`config.mk`:
```
export PLATFORM = sky130hd
export DESIGN_NAME = setpoint_transition_drive_controller
export DESIGN_NICKNAME = d
export VERILOG_FILES = /design/src/hdl/stdc_pkg.sv /design/src/hdl/setpoint_transition_drive_controller.sv /design/src/hdl/stdc_law.sv
export VERILOG_INCLUDE_DIRS = /design/src /design/src/hdl
export SDC_FILE = /design/constraint.sdc
export NUM_CORES = 1
export LEC_CHECK = 0
export BUFFER_PORTS_ARGS = -buffer_cell sky130_fd_sc_hd__buf_4
export CAP_MARGIN = 20
export CORE_ASPECT_RATIO = 0.9
export CORE_MARGIN = 2
export CORE_UTILIZATION = 63
export CTS_BUF_LIST = sky130_fd_sc_hd__clkbuf_8
export DETAILED_ROUTE_END_ITERATION = 12
export GPL_ROUTABILITY_DRIVEN = 1
export PLACE_DENSITY = 0.94
export REMOVE_ABC_BUFFERS = 1
export SLEW_MARGIN = 30
export SYNTH_ARGS = -nofsm -noshare
export SYNTH_HDL_FRONTEND = slang
export SYNTH_SLANG_ARGS = --single-unit
export TNS_END_PERCENT = 20
```
`constraint.sdc`:
```
create_clock -name aclk -period 6.08 [get_ports aclk]
set_clock_uncertainty 0.2 [all_clocks]
set_input_delay 1.216 -clock aclk [delete_from_list [all_inputs] [get_ports aclk]]
set_output_delay 1.216 -clock aclk [all_outputs]
set_load 0.02 [all_outputs]
```
`src/hdl/setpoint_transition_drive_controller_assert.svh`:
```
// Assertion macros for the setpoint transition drive controller.
`ifndef SETPOINT_TRANSITION_DRIVE_CONTROLLER_ASSERT_SVH
`define SETPOINT_TRANSITION_DRIVE_CONTROLLER_ASSERT_SVH

// Same-cycle implication, clocked on aclk, off during reset.
`define STDC_ASSERT_NOW(name, ante, cons, msg) \
    name: assert property (@(posedge aclk) disable iff (!aresetn) (ante) |-> (cons)) \
        else $error(msg);

// Next-cycle implication, clocked on aclk, off during reset.
`define STDC_ASSERT_NEXT(name, ante, cons, msg) \
    name: assert property (@(posedge aclk) disable iff (!aresetn) (ante) |=> (cons)) \
        else $error(msg);

`endif

```
`src/hdl/stdc_pkg.sv`:
```
// Shared types, levels and drive constants of the setpoint transition drive controller.
`default_nettype none

package stdc_pkg;

    localparam int STDC_STEP_COUNT_WIDTH = 10;
    localparam int STDC_TARGET_W         = 15;
    localparam int STDC_MEAS_W           = 16;
    localparam int STDC_DRIVE_W          = 12;
    localparam int STDC_CMP_W            = 18;

    localparam logic [STDC_TARGET_W-1:0] STDC_LVL_0   = 15'd0;
    localparam logic [STDC_TARGET_W-1:0] STDC_LVL_20  = 15'd2000;
    localparam logic [STDC_TARGET_W-1:0] STDC_LVL_60  = 15'd6000;
    localparam logic [STDC_TARGET_W-1:0] STDC_LVL_150 = 15'd15000;

    localparam int STDC_BOOST1_LAST = 2;
    localparam int STDC_BOOST2_LAST = 10;
    localparam int STDC_BOOST3_LAST = 17;
    localparam int STDC_SETTLE_END  = 50;
    localparam int STDC_DOWN_LAST   = 200;
    localparam int STDC_DOWN_SKIP   = 200;

    localparam logic signed [STDC_DRIVE_W-1:0] STDC_DRV_ZERO    = 12'sd0;
    localparam logic signed [STDC_DRIVE_W-1:0] STDC_DRV_BANG    = 12'sd6;
    localparam logic signed [STDC_DRIVE_W-1:0] STDC_DRV_BOOST1  = 12'sd830;
    localparam logic signed [STDC_DRIVE_W-1:0] STDC_DRV_BOOST2  = 12'sd1150;
    localparam logic signed [STDC_DRIVE_W-1:0] STDC_DRV_BOOST3  = 12'sd1160;
    localparam logic signed [STDC_DRIVE_W-1:0] STDC_DRV_DOWN    = -12'sd800;
    localparam logic signed [STDC_DRIVE_W-1:0] STDC_DRV_DROP    = -12'sd1200;
    localparam logic signed [STDC_DRIVE_W-1:0] STDC_DRV_PULL_HI = -12'sd1100;
    localparam logic signed [STDC_DRIVE_W-1:0] STDC_DRV_PULL_LO = -12'sd100;

    localparam logic signed [STDC_CMP_W-1:0] STDC_BAND_HI   = 18'sd50;
    localparam logic signed [STDC_CMP_W-1:0] STDC_BAND_MID  = 18'sd10;
    localparam logic signed [STDC_CMP_W-1:0] STDC_BAND_LO   = 18'sd5;
    localparam logic signed [STDC_CMP_W-1:0] STDC_NEAR_ZERO = 18'sd10;

    typedef enum logic [2:0] {
        CASE_DEFAULT = 3'd0,
        CASE_0_20    = 3'd1,
        CASE_20_60   = 3'd2,
        CASE_60_150  = 3'd3,
        CASE_150_60  = 3'd4,
        CASE_60_20   = 3'd5,
        CASE_20_0    = 3'd6
    } stdc_case_t;

    typedef struct packed {
        logic [STDC_TARGET_W-1:0] last_target;
        stdc_case_t               active_case;
    } stdc_ctl_t;

    function automatic stdc_case_t stdc_classify(
        input logic [STDC_TARGET_W-1:0] prev,
        input logic [STDC_TARGET_W-1:0] tgt
    );
        stdc_case_t c;
        c = CASE_DEFAULT;
        if (prev == STDC_LVL_0 && tgt == STDC_LVL_20) begin
            c = CASE_0_20;
        end else if (prev == STDC_LVL_20 && tgt == STDC_LVL_60) begin
            c = CASE_20_60;
        end else if (prev == STDC_LVL_60 && tgt == STDC_LVL_150) begin
            c = CASE_60_150;
        end else if (prev == STDC_LVL_150 && tgt == STDC_LVL_60) begin
            c = CASE_150_60;
        end else if (prev == STDC_LVL_60 && tgt == STDC_LVL_20) begin
            c = CASE_60_20;
        end else if (prev == STDC_LVL_20 && tgt == STDC_LVL_0) begin
            c = CASE_20_0;
        end
        return c;
    endfunction

endpackage

`default_nettype wire

```
`src/hdl/setpoint_transition_drive_controller.sv`:
```
// Top level of the setpoint transition drive controller: word registers, state and handshakes.
//
//   channel | direction | ports
//   --------+-----------+----------------------------------------------------------------
//   s_      | in        | s_valid, s_ready, s_req_type, s_target_centivolts,
//           |           | s_measured_centivolts
//   m_      | out       | m_valid, m_ready, m_drive
//
// One word per cycle while m_ready stays high; a word goes through the input register,
// then the drive law into the result register (which also updates the stored state) to m_.
// Synchronous active-low reset clears the stored setpoint, case and step count.
// A stall on m_ holds the result register and then the input register; s_ready drops
// only when both are full and m_ready is low.
`default_nettype none

module setpoint_transition_drive_controller
    import stdc_pkg::*;
#(
    parameter int STEP_COUNT_WIDTH = STDC_STEP_COUNT_WIDTH
) (
    input  wire logic                           aclk,
    input  wire logic                           aresetn,
    input  wire logic                           s_valid,
    output logic                                s_ready,
    input  wire logic                           s_req_type,
    input  wire logic        [STDC_TARGET_W-1:0] s_target_centivolts,
    input  wire logic signed [STDC_MEAS_W-1:0]  s_measured_centivolts,
    output logic                                m_valid,
    input  wire logic                           m_ready,
    output logic signed      [STDC_DRIVE_W-1:0] m_drive
);

    logic                               in_valid_reg;
    logic                               in_valid_next;
    logic                               in_req_reg;
    logic        [STDC_TARGET_W-1:0]    in_target_reg;
    logic signed [STDC_MEAS_W-1:0]      in_meas_reg;

    stdc_ctl_t                          ctl_reg;
    stdc_ctl_t                          ctl_next;
    logic        [STEP_COUNT_WIDTH-1:0] count_reg;
    logic        [STEP_COUNT_WIDTH-1:0] count_next;

    logic                               out_valid_reg;
    logic                               out_valid_next;
    logic signed [STDC_DRIVE_W-1:0]     out_drive_reg;
    logic signed [STDC_DRIVE_W-1:0]     law_drive;

    logic                               out_free;
    logic                               advance;
    logic                               s_fire;

    assign out_free = !out_valid_reg || m_ready;
    assign advance  = in_valid_reg && out_free;
    assign s_ready  = !in_valid_reg || out_free;
    assign s_fire   = s_valid && s_ready;
    assign m_valid  = out_valid_reg;
    assign m_drive  = out_drive_reg;

    stdc_law #(
        .STEP_COUNT_WIDTH(STEP_COUNT_WIDTH)
    ) u_law (
        .req_type  (in_req_reg),
        .target    (in_target_reg),
        .measured  (in_meas_reg),
        .ctl_cur   (ctl_reg),
        .count_cur (count_reg),
        .ctl_next  (ctl_next),
        .count_next(count_next),
        .drive     (law_drive)
    );

    always_comb begin
        in_valid_next = in_valid_reg;
        if (s_fire) begin
            in_valid_next = 1'b1;
        end else if (advance) begin
            in_valid_next = 1'b0;
        end
        out_valid_next = out_valid_reg;
        if (advance) begin
            out_valid_next = 1'b1;
        end else if (m_ready) begin
            out_valid_next = 1'b0;
        end
    end

    always_ff @(posedge aclk) begin
        if (!aresetn) begin
            in_valid_reg  <= 1'b0;
            out_valid_reg <= 1'b0;
            ctl_reg       <= '{last_target: '0, active_case: CASE_DEFAULT};
            count_reg     <= '0;
        end else begin
            in_valid_reg  <= in_valid_next;
            out_valid_reg <= out_valid_next;
            if (advance) begin
                ctl_reg   <= ctl_next;
                count_reg <= count_next;
            end
        end
    end

    always_ff @(posedge aclk) begin
        if (s_fire) begin
            in_req_reg    <= s_req_type;
            in_target_reg <= s_target_centivolts;
            in_meas_reg   <= s_measured_centivolts;
        end
        if (advance) begin
            out_drive_reg <= law_drive;
        end
    end

`include "setpoint_transition_drive_controller_assert.svh"

    `STDC_ASSERT_NEXT(a_req_clears_state, advance && in_req_reg,
        ctl_reg.last_target == '0 && count_reg == '0, "reset request left state behind")

    `STDC_ASSERT_NEXT(a_req_gives_zero, advance && in_req_reg,
        m_valid && m_drive == STDC_DRV_ZERO, "reset request gave nonzero drive")

    `STDC_ASSERT_NEXT(a_state_holds_idle, !advance,
        $stable(count_reg) && $stable(ctl_reg), "state moved without a word")

    `STDC_ASSERT_NEXT(a_drop_case_drive,
        advance && !in_req_reg && ctl_next.active_case == CASE_20_0
            && in_target_reg >= 15'd10,
        m_drive == STDC_DRV_DROP, "drop case gave wrong drive")

endmodule

`default_nettype wire

```
`src/hdl/stdc_law.sv`:
```
// Drive law: case selection, step counter update and drive value for one word.
`default_nettype none

module stdc_law
    import stdc_pkg::*;
#(
    parameter int STEP_COUNT_WIDTH = STDC_STEP_COUNT_WIDTH
) (
    input  wire logic                               req_type,
    input  wire logic        [STDC_TARGET_W-1:0]    target,
    input  wire logic signed [STDC_MEAS_W-1:0]      measured,
    input  wire stdc_ctl_t                          ctl_cur,
    input  wire logic        [STEP_COUNT_WIDTH-1:0] count_cur,
    output stdc_ctl_t                               ctl_next,
    output logic             [STEP_COUNT_WIDTH-1:0] count_next,
    output logic signed      [STDC_DRIVE_W-1:0]     drive
);

    localparam logic [STEP_COUNT_WIDTH-1:0] CNT_MAX     = '1;
    localparam logic [STEP_COUNT_WIDTH-1:0] CNT_B1_LAST =
        STEP_COUNT_WIDTH'(STDC_BOOST1_LAST);
    localparam logic [STEP_COUNT_WIDTH-1:0] CNT_B2_LAST =
        STEP_COUNT_WIDTH'(STDC_BOOST2_LAST);
    localparam logic [STEP_COUNT_WIDTH-1:0] CNT_B3_LAST =
        STEP_COUNT_WIDTH'(STDC_BOOST3_LAST);
    localparam logic [STEP_COUNT_WIDTH-1:0] CNT_SETTLE  =
        STEP_COUNT_WIDTH'(STDC_SETTLE_END);
    localparam logic [STEP_COUNT_WIDTH-1:0] CNT_DN_LAST =
        STEP_COUNT_WIDTH'(STDC_DOWN_LAST);
    localparam logic [STEP_COUNT_WIDTH:0]   CNT_ONE     = (STEP_COUNT_WIDTH+1)'(1);
    localparam logic [STEP_COUNT_WIDTH:0]   CNT_SKIP    =
        (STEP_COUNT_WIDTH+1)'(STDC_DOWN_SKIP);

    logic                               changed;
    stdc_case_t                         case_eff;
    logic        [STEP_COUNT_WIDTH-1:0] cnt_eff;
    logic        [STEP_COUNT_WIDTH:0]   sum_one;
    logic        [STEP_COUNT_WIDTH:0]   sum_skip;
    logic        [STEP_COUNT_WIDTH-1:0] cnt_inc;
    logic        [STEP_COUNT_WIDTH-1:0] cnt_skip;
    logic signed [STDC_CMP_W-1:0]       t_ext;
    logic signed [STDC_CMP_W-1:0]       m_ext;
    logic                               below;
    logic signed [STDC_DRIVE_W-1:0]     bang_drv;
    logic signed [STDC_DRIVE_W-1:0]     law_drv;
    logic        [STEP_COUNT_WIDTH-1:0] law_cnt;

    always_comb begin
        changed  = (target != ctl_cur.last_target);
        case_eff = changed ? stdc_classify(ctl_cur.last_target, target) : ctl_cur.active_case;
        cnt_eff  = changed ? '0 : count_cur;

        sum_one  = {1'b0, cnt_eff} + CNT_ONE;
        sum_skip = {1'b0, cnt_eff} + CNT_SKIP;
        cnt_inc  = sum_one[STEP_COUNT_WIDTH] ? CNT_MAX : sum_one[STEP_COUNT_WIDTH-1:0];
        cnt_skip = sum_skip[STEP_COUNT_WIDTH] ? CNT_MAX : sum_skip[STEP_COUNT_WIDTH-1:0];

        t_ext    = signed'({{(STDC_CMP_W-STDC_TARGET_W){1'b0}}, target});
        m_ext    = signed'({{(STDC_CMP_W-STDC_MEAS_W){measured[STDC_MEAS_W-1]}}, measured});
        below    = (m_ext < t_ext - STDC_BAND_LO);
        bang_drv = below ? STDC_DRV_BANG : STDC_DRV_ZERO;

        law_drv = STDC_DRV_ZERO;
        law_cnt = cnt_eff;
        case (case_eff)
            CASE_0_20: begin
                if (cnt_eff <= CNT_B1_LAST) begin
                    law_drv = STDC_DRV_BOOST1;
                    law_cnt = cnt_inc;
                end else if (cnt_eff < CNT_SETTLE) begin
                    law_cnt = cnt_inc;
                end else begin
                    law_drv = bang_drv;
                end
            end
            CASE_20_60: begin
                if (cnt_eff <= CNT_B2_LAST) begin
                    law_drv = STDC_DRV_BOOST2;
                    law_cnt = cnt_inc;
                end else if (cnt_eff < CNT_SETTLE) begin
                    law_cnt = cnt_inc;
                end else begin
                    law_drv = bang_drv;
                end
            end
            CASE_60_150: begin
                if (cnt_eff <= CNT_B3_LAST) begin
                    law_drv = STDC_DRV_BOOST3;
                    law_cnt = cnt_inc;
                end else begin
                    law_drv = bang_drv;
                end
            end
            CASE_150_60, CASE_60_20: begin
                if (cnt_eff <= CNT_DN_LAST && m_ext > t_ext) begin
                    law_drv = STDC_DRV_DOWN;
                    law_cnt = cnt_inc;
                end else begin
                    law_drv = bang_drv;
                    law_cnt = cnt_skip;
                end
            end
            CASE_20_0: begin
                law_drv = STDC_DRV_DROP;
            end
            default: begin
                if (m_ext > t_ext + STDC_BAND_HI) begin
                    law_drv = STDC_DRV_PULL_HI;
                end else if (m_ext > t_ext + STDC_BAND_MID) begin
                    law_drv = STDC_DRV_PULL_LO;
                end else begin
                    law_drv = bang_drv;
                end
            end
        endcase

        if (t_ext < STDC_NEAR_ZERO && m_ext < STDC_NEAR_ZERO) begin
            law_drv = STDC_DRV_ZERO;
        end

        if (req_type) begin
            ctl_next.last_target = '0;
            ctl_next.active_case = ctl_cur.active_case;
            count_next           = '0;
            drive                = STDC_DRV_ZERO;
        end else begin
            ctl_next.last_target = target;
            ctl_next.active_case = case_eff;
            count_next           = law_cnt;
            drive                = law_drv;
        end
    end

endmodule

`default_nettype wire
```
==> run summary <==
Switching portion of total power = 0.329
Minimum clock period = 4.69 ns
Worst setup EP type = flop
Core region area = 0.0102 sq mm
HP Class = reg -> reg
CTS buffer count = 9
Cell taking the most area after synthesis = edfxtp_1
Chip width = 111 um
Relative slew slack = 0.319
Clock Sinks = 72
Die Span Y = 101 um
Number of synthesized flops with an enable pin = 42
Yosys reg bits = 72
Maximum VDD drop = 0.189 mV
Port Buffers = 48
# fillers = 781
Synth top area share = 0.193
Largest family of logic cells by synthesized area = simple AND/OR/NAND/NOR gates
Distinct cells, synth = 81
First-pass GRT wire length = 31600 um
Critical path startpoint = in_target_reg[9]
Post-CTS sizing = 0
Post-Place Cell Area = 0.00689 sq mm
Mux contribution to synthesized area = 0.00767
Latest clock arrival within the worst-skew pair = 0.38 ns
Crit path kind = reg -> reg
CTS root buffer = clkbuf_8
Post-layout util = 0.699
Reported leakage power = 2.84 nW
Antenna diodes = 0
Seq pwr share = 0.461
Synth Area in Compound Gates = 0.177
Run status = finished clean
Slew Limit Fails = 0
Period Utilization, post-route = 0.772
DR vias = 6410
Area grow syn2layout = 8.74%
Post-Synthesis Cells = 769
Layout cells sized above 1 = 0.115
Clk network pwr share = 0.328
CTS tree = done
CP startpoint kind = flop
Endpoints failing setup = 0
Initial DRT Pass Iterations = 5
Adder-cell share of the synthesized area = 0.138
Synth top area cells = edfxtp_1, ha_1, dfxtp_1
Hold_buf cts = 0
Xor/xnor cell area share of the yosys netlist = 0.0749
Die Area = 0.0112 sq mm
Initial Util = 0.643
CTS clk-pin slew, worst paths = 0.09 ns
Post-route ant nets = 0
Post-route setup TNS = 0 ns
CTS max path bufs = 2
Combinational cell fraction of total power = 0.211
Post-CTS setup buffer count = 0
Final hold violation count = 0
Finished Cell Area = 0.00710 sq mm
Crit path arrival time = 4.77 ns
Synth Warn # = 0
Ports = 50
Final worst slack = 1.39 ns
Max reg flops = 18
Fmax = 213 MHz
Syn Area/Cell = 8.49 sq um
Register Area = 0.00186 sq mm
Routed length per instance = 21.3 um
Drt drc = 0
Switching power total = 416 uW
Vias per cell = 6.90
# rows = 35
Critical path required time = 6.16 ns
H-tree depth = 3
Cell Area, Synth = 0.00653 sq mm
Pre-CTS setup slack = 1.54 ns
Most frequent cells in the layout = ha_1, nor2_1, a21oi_1
Sequential fraction of the synthesis area = 0.285
Routed WL = 19800 um
Initial antenna violation count = 0
Worst-margin pin slew = 1.02 ns
CP max FO = 33
First DRT Iteration DRCs = 781
Int Pwr = 851 uW
Total grt overflow = 0
Number of max-cap violations = 0
Multi-input gate area = 0.00434 sq mm
Final layout net count = 903
Pwr per Cell Area = 179 mW/mm^2
Most common cell after layout, fill and taps aside = ha_1
Simple-gate share of the synthesized area = 0.267
Vias in the first global route = 5982
Ys async rst share = 0
Setup slack, reg-to-reg = 1.39 ns
GRT Util Overall = 0.354
Top_reg_cell synth = edfxtp_1
RSZ-0062 raised after global routing = false
Final HPWL DP = 15000 um
Worst R2R Start = in_target_reg[9]
Routability Congestion = 1.04
Largest net degree at the start of global routing = 40
Hold_sp = in_valid_reg
through the flow:
stage                     total power [mW]  instances  hold WS, ns
final                                 1.27        929        0.332
after global routing                  1.31        929        0.360
after CTS                             1.26        929        0.333
after detailed placement             0.850        913        0.317
after global placement               0.835        913        0.299
after floorplan                      0.753        732        0.287
routing by layer:
| metal | wire, um | up-vias | global-route usage | part of all wire |
|---|---|---|---|---|
| li1 | - | 2898 | - | - |
| met1 | 8500 | 3009 | 0.506 | 0.43 |
| met2 | 8450 | 443 | 0.538 | 0.43 |
| met3 | 2240 | 60 | 0.0776 | 0.11 |
| met4 | 563 | 0 | 0.116 | 0.029 |
| met5 | 0 | - | 0 | 0 |
final cells by class:
type                            count  area share
Tap cell                          129      0.0227
Sequential cell                    72       0.262
Inverter                           37      0.0196
Clock inverter                      7      0.0118
Multi-Input combinational cell    623       0.611
Clock buffer                        9      0.0174
Timing Repair Buffer               52      0.0550
power by group through the flow:
stage                     combinational (mW)  clock (mW)  sequential [mW]
after floorplan                        0.167           0            0.586
after global placement                 0.243           0            0.592
after detailed placement               0.256           0            0.594
after CTS                              0.259       0.417            0.583
after global routing                   0.290       0.433            0.588
final                                  0.267       0.416            0.585
worst paths after layout:
kind                  end  cells past startpoint
max          count_reg[2]                     16
max reg2reg  count_reg[2]                     16
min reg2reg       m_valid                      2
min               m_valid                      2
logic make-up (layout without fill, tap and decap cells):
family	after synthesis	after routing
flops	72	72
simple gates	314	314
compound gates	176	176
xor+xnor	55	55
fa+ha+maj	72	72
buf+inv	74	105
mux	5	5
other cells	1	1
worst max-delay path: stages, from the launching register on:
cell and delay, ns:
edfxtp_1 0.71, xnor2_1 0.19, nand4_1 0.24, nor4_4 0.32
buf_4 0.37, and2_1 0.24, inv_1 0.10, ha_1 0.21
nand2b_1 0.07, a211o_1 0.12, a311o_1 0.17, a221oi_1 0.10
o31ai_1 0.26, nor2_1 0.19, or3_1 0.57, a311o_1 0.39
a211oi_2 0.17
cells in the mapped netlist, types with 7 or more instances:
| master | number |
|---|---|
| ha_1 | 72 |
| nor2_1 | 65 |
| a21oi_1 | 63 |
| nand2_1 | 59 |
| xnor2_1 | 50 |
| edfxtp_1 | 42 |
| inv_1 | 35 |
| nor3_1 | 34 |
| dfxtp_1 | 30 |
| nand3_1 | 27 |
| o21ai_0 | 27 |
| nand4_1 | 22 |
| clkbuf_1 | 17 |
| nor2b_1 | 15 |
| and3_1 | 13 |
| nor4_1 | 13 |
| a211oi_1 | 11 |
| a31oi_1 | 9 |
| and2_1 | 8 |
| buf_2 | 8 |
| o21a_1 | 8 |
| or3_1 | 8 |
| a21o_1 | 7 |
No activity file was read; power rests on OpenSTA's default activity.
